==> src/rtl/core/efo_pkg.sv <==
package efo_pkg;

   // Widths of the phase, the tables and the samples.
   localparam int PHASE_BITS     = 32;
   localparam int SINE_ADDR_BITS = 10;
   localparam int EXP_ADDR_BITS  = 8;
   localparam int SAMPLE_BITS    = 16;

   localparam int SINE_DEPTH = (2 ** SINE_ADDR_BITS) + 1;
   localparam int EXP_DEPTH  = 2 ** EXP_ADDR_BITS;

   // Operand width of the shared multiplier.
   localparam int MUL_BITS = 33;

   // Register reset values.
   localparam logic [31:0] BASE_INC_RESET = 32'd2926232;
   localparam logic [15:0] FM_AMT_RESET   = 16'd0;
   localparam logic [15:0] PW_RESET       = 16'd32768;
   localparam logic [15:0] PW_AMT_RESET   = 16'd0;

   // Pulse width clamp limits (0.01 and 0.99 of a cycle).
   localparam logic [15:0] PW_MIN = 16'd655;
   localparam logic [15:0] PW_MAX = 16'd64881;

   // Register indexes.
   localparam logic [7:0] REG_BASE_INC = 8'd0;
   localparam logic [7:0] REG_FM_AMT   = 8'd1;
   localparam logic [7:0] REG_PW       = 8'd2;
   localparam logic [7:0] REG_PW_AMT   = 8'd3;

   typedef logic [31:0]            exp_tab_type  [EXP_DEPTH];
   typedef logic [SAMPLE_BITS-2:0] sine_tab_type [SINE_DEPTH];

   // Integer square root, floor.
   function automatic logic [63:0] isqrt(input logic [63:0] val);
      logic [63:0] v;
      logic [63:0] r;
      logic [63:0] b;
      v = val;
      r = 64'd0;
      b = 64'd1 << 62;
      while (b > v) b = b >> 2;
      while (b != 64'd0) begin
         if (v >= r + b) begin
            v = v - (r + b);
            r = (r >> 1) + b;
         end else begin
            r = r >> 1;
         end
         b = b >> 2;
      end
      return r;
   endfunction

   // Fractional powers of two in Q2.30, built from repeated square roots of two.
   function automatic exp_tab_type build_exp();
      exp_tab_type tab;
      logic [63:0] roots [EXP_ADDR_BITS+1];
      logic [63:0] p;
      roots[0] = 64'd2 << 30;
      for (int k = 1; k <= EXP_ADDR_BITS; k++) roots[k] = isqrt(roots[k-1] << 30);
      for (int i = 0; i < EXP_DEPTH; i++) begin
         p = 64'd1 << 30;
         for (int b = 0; b < EXP_ADDR_BITS; b++)
            if (((i >> b) & 1) != 0)
               p = (p * roots[EXP_ADDR_BITS-b] + (64'd1 << 29)) >> 30;
         tab[i] = p[31:0];
      end
      return tab;
   endfunction

   // Quarter-wave sine magnitudes from a Taylor series in Q30.
   function automatic sine_tab_type build_sine();
      sine_tab_type tab;
      logic [63:0] x;
      logic [63:0] x2;
      logic [63:0] s;
      logic [63:0] v;
      logic [63:0] one;
      logic [63:0] full;
      one  = 64'd1 << 30;
      full = 64'd1 << (SAMPLE_BITS - 1);
      for (int i = 0; i < SINE_DEPTH; i++) begin
         x  = (64'd1686629713 * 64'(i)) / 64'(2 ** SINE_ADDR_BITS);
         x2 = (x * x) >> 30;
         s  = one;
         for (int k = 8; k >= 1; k--)
            s = one - ((x2 * s) >> 30) / 64'((2 * k) * (2 * k + 1));
         v = (x * s) >> 30;
         v = (v * full + (one >> 1)) >> 30;
         if (v > full - 64'd1) v = full - 64'd1;
         tab[i] = v[SAMPLE_BITS-2:0];
      end
      return tab;
   endfunction

   localparam exp_tab_type  EXP_TAB  = build_exp();
   localparam sine_tab_type SINE_TAB = build_sine();

endpackage

==> src/rtl/core/efo_mul.sv <==
// Shared signed multiplier with a registered product.
module efo_mul (
   input  logic                                   clock,
   input  logic signed [efo_pkg::MUL_BITS-1:0]    op_a,
   input  logic signed [efo_pkg::MUL_BITS-1:0]    op_b,
   output logic signed [2*efo_pkg::MUL_BITS-1:0]  prod
);

   logic signed [2*efo_pkg::MUL_BITS-1:0] prod_ff;

   // One product per cycle.
   always_ff @(posedge clock) begin
      prod_ff <= op_a * op_b;
   end

   assign prod = prod_ff;

endmodule

==> config.mk <==
export PLATFORM = sky130hd
export DESIGN_NAME = efo_mul
export DESIGN_NICKNAME = d
export VERILOG_FILES = /design/src/rtl/core/efo_pkg.sv /design/src/rtl/core/efo_mul.sv
export SDC_FILE = /design/constraint.sdc
export NUM_CORES = 2
export LEC_CHECK = 0
export ABC_AREA = 1
export BUFFER_PORTS_ARGS = -buffer_cell sky130_fd_sc_hd__buf_2
export CAP_MARGIN = 20
export CELL_PAD_IN_SITES_DETAIL_PLACEMENT = 1
export CELL_PAD_IN_SITES_GLOBAL_PLACEMENT = 1
export CORE_AREA = 4 4 299 301
export DETAILED_ROUTE_END_ITERATION = 8
export DIE_AREA = 0 0 303 305
export PLACE_DENSITY_LB_ADDON = 0.08
export RECOVER_POWER = 100
export SLEW_MARGIN = 40
export SYNTH_ARGS = -nofsm -noshare
export SYNTH_HDL_FRONTEND = slang
export SYNTH_SLANG_ARGS = --single-unit
==> constraint.sdc <==
create_clock -name clock -period 9.9 [get_ports clock]
set_clock_uncertainty 0.2 [all_clocks]
set_input_delay 0.495 -clock clock [delete_from_list [all_inputs] [get_ports clock]]
set_output_delay 0.495 -clock clock [all_outputs]
set_load 0.02 [all_outputs]
==> metrics.csv <==
stage,metric,value,unit
critical_path,crit_end,prod[32]$_DFF_P_,
die,row_count,108,
routing,wl_met2,73000,um
clocking,post_cts_resized,0,
critical_path,cp_common_cell,fa_1,
timing,worstMarginPinSlew,1.89,ns
critical_path,crit_fanout,28,
critical_path,cp_slowest_stage_delay,1.41,ns
finish,drive_above_1_share,0.0296,
grt,grtUsageTotal,0.315,
timing,hold_viol_final,0,
synthesis,yosys.cell_types.count,35,
grt,overflow,0,
routing,m1WireLength,54900,um
timing,setup_violations,0,
routing,via_per_inst,5.02,
clocking,clock-root-buffer,clkbuf_16,
synthesis,syn_inst,5543,
routing,wl_per_cell,20.9,um
routing,vias,33300,
timing,fin_crit_sh,0.863,
die,die_w,303,um
die,die_y,305,um
clocking,cts_setup_buffers,0,
routing,first_pass_iters,5,
routing,top_layer_used,met5,
critical_path,slowest_stage,clkbuf_1,
die,dieArea,0.0924,sq mm
placement,portBuffers,132,
clocking,cts_hold_buf,0,
clocking,cts_tree,done,
critical_path,cp_num_buf_inv,5,
timing,fin_crit,8.54,ns
synthesis,yosys_warnings,0,
placement,place_congestion,0.923,
clocking,cts.clk_slew.worst_paths,0.06,ns
synthesis,yosysSeqAreaShare,0.0306,
critical_path,cp-end-kind,register,
critical_path,arrival,8.56,ns
outcome,violations,"capacitance limit, slew limit",
routing,drc,0,
grt,antenna_found_initial,6,
synthesis,synthesis.area,0.0432,sq mm
clocking,clock-sinks,66,
timing,drv_slew,29,
critical_path,crit_chain,clkbuf_1 > clkbuf_1 > nand2_1 > fa_1 > inv_1 > ha_1 > fa_1 > fa_1 > fa_1 > fa_1 > fa_1 > inv_1 > fa_1 > inv_1 > ha_1 > nand2_1 > nand2_1 > a21oi_1 > o21ai_0 > a21oi_1 > nand2_1 > xor2_1,
outcome,status,"complete, but fails checks",
clocking,h-tree-depth,3,
timing,relSlewSlack,-0.263,
finish,syn_to_final_growth,3.90,%
timing,holdWs,0.577,ns
placement,dpl.hpwl,120000,um
clocking,cts_made_buffers,9,
grt,grt_pass1_vias,38900,
job,cap_viol_max_count,1,
critical_path,crit_start,op_a[0],
die,num_io_pins,133,
die,start_util,0.498,
die,core,0.0866,sq mm
finish,largest_reg_flops,66,
synthesis,syn-num-nets,6972,
finish,final_cell_mix,"inv_1, nand2_1, fa_1, ha_1, nor2_1",
timing,tns,0,ns
routing,drtIter0Drc,1637,
synthesis,postSynthAreaPerCell,7.79,sq um
critical_path,worstSetupPathDepth,22,
routing,wl_met3,4670,um
critical_path,worstSetupStartpointType,primary input,
critical_path,path_class,in2reg,
finish,final_common_cell,inv_1,
synthesis,ys_ff_latch,66,
routing,wirelength,138000,um
critical_path,cp_top_family,adder cells,
hold_path,hp-class,in2reg,
clocking,cts_max_path_buffers,2,
grt,grt_max_degree,34,
finish,final_nets,6897,
routing,ant_nets,0,
critical_path,required,9.92,ns
timing,clock.fmax,0.117,GHz
timing,rsz0062_at_grt,false,
grt,grt_pass1_wl,222000,um
## metal layers
layer	up-vias	track usage
li1	14800	-
met1	17500	0.391
met2	716	0.578
met3	234	0.0218
met4	2	0.107
met5	-	0
## tightest hold or removal path, cell delays in order
cell and delay (ns):
buf_2 0.12, buf_4 0.27, nand2_1 0.12, inv_1 0.04
## cells by family after synthesis
group | synth area share
simple gates | 0.166
buf+inv | 0.188
compound gates | 0.0138
xor+xnor | 0.00832
flops | 0.0306
fa+ha+maj | 0.594
## per-stage QoR
stage | cell area (sq um) | utilization | worst slack (ns) | std cells
floorplan | 43200 | - | 2.45 | 5543
global placement | 44600 | 0.515 | 1.59 | 6610
detailed placement | 44700 | 0.516 | 1.59 | 6610
CTS | 45000 | 0.519 | 1.93 | 6625
global route | 44900 | 0.518 | 1.01 | 6630
finish | 44900 | 0.518 | 1.36 | 6630
## synth_stat cells
cell	n	area (sq um)
nor3_2	1	10.0
ha_1	217	2720
a21boi_0	1	7.51
clkbuf_1	262	983
nand3_2	8	80.1
nand2_2	17	106
nand3b_1	3	22.5
o21ai_0	19	95.1
xnor2_1	4	35.0
nand4_1	19	119
nand2_1	1517	5690
dfxtp_1	66	1320
nor2_4	3	33.8
a21oi_1	61	305
a21oi_2	4	35.0
or2_2	5	31.3
and2_0	1	6.26
or2_1	1	6.26
o21bai_1	14	105
and2_1	2	12.5
o21ai_1	3	15.0
a21o_1	2	15.0
inv_2	1	3.75
nor4_2	1	12.5
nand3_1	70	350
nor3_1	7	35.0
inv_1	1894	7110
o21ai_2	1	8.76
xor2_1	37	324
o21a_1	1	7.51
nor2_2	20	125
nor4_1	4	25.0
buf_1	1	3.75
nor2_1	131	492
fa_1	1145	22900
## how the worst min path moves through the flow
stage | startpoint | endpoint | slack, ns | depth (start not counted)
global placement | prod[44]$_DFF_P_ | prod[44] | 0.71 | 1
detailed placement | prod[28]$_DFF_P_ | prod[28] | 0.71 | 1
floorplan | op_a[0] | prod[0]$_DFF_P_ | 0.56 | 3
finish | op_b[0] | prod[0]$_DFF_P_ | 0.58 | 4
global route | op_b[0] | prod[0]$_DFF_P_ | 0.58 | 4
CTS | op_b[0] | prod[0]$_DFF_P_ | 0.54 | 4
## layout make-up
| cell class | count | area [sq um] |
|---|---|---|
| fill | 10900 | 41800 |
| multi-input combinational | 3319 | 33700 |
| inverter | 1895 | 7110 |
| tap | 1155 | 1450 |
| sequential | 66 | 1320 |
| timing repair buffer | 177 | 996 |
| clock buffer | 9 | 225 |
| clock inverter | 6 | 82.6 |
| antenna | 3 | 7.51 |
Power is not shown: default switching activity piles up to over one toggle a cycle in this logic, so the estimate is an artifact.
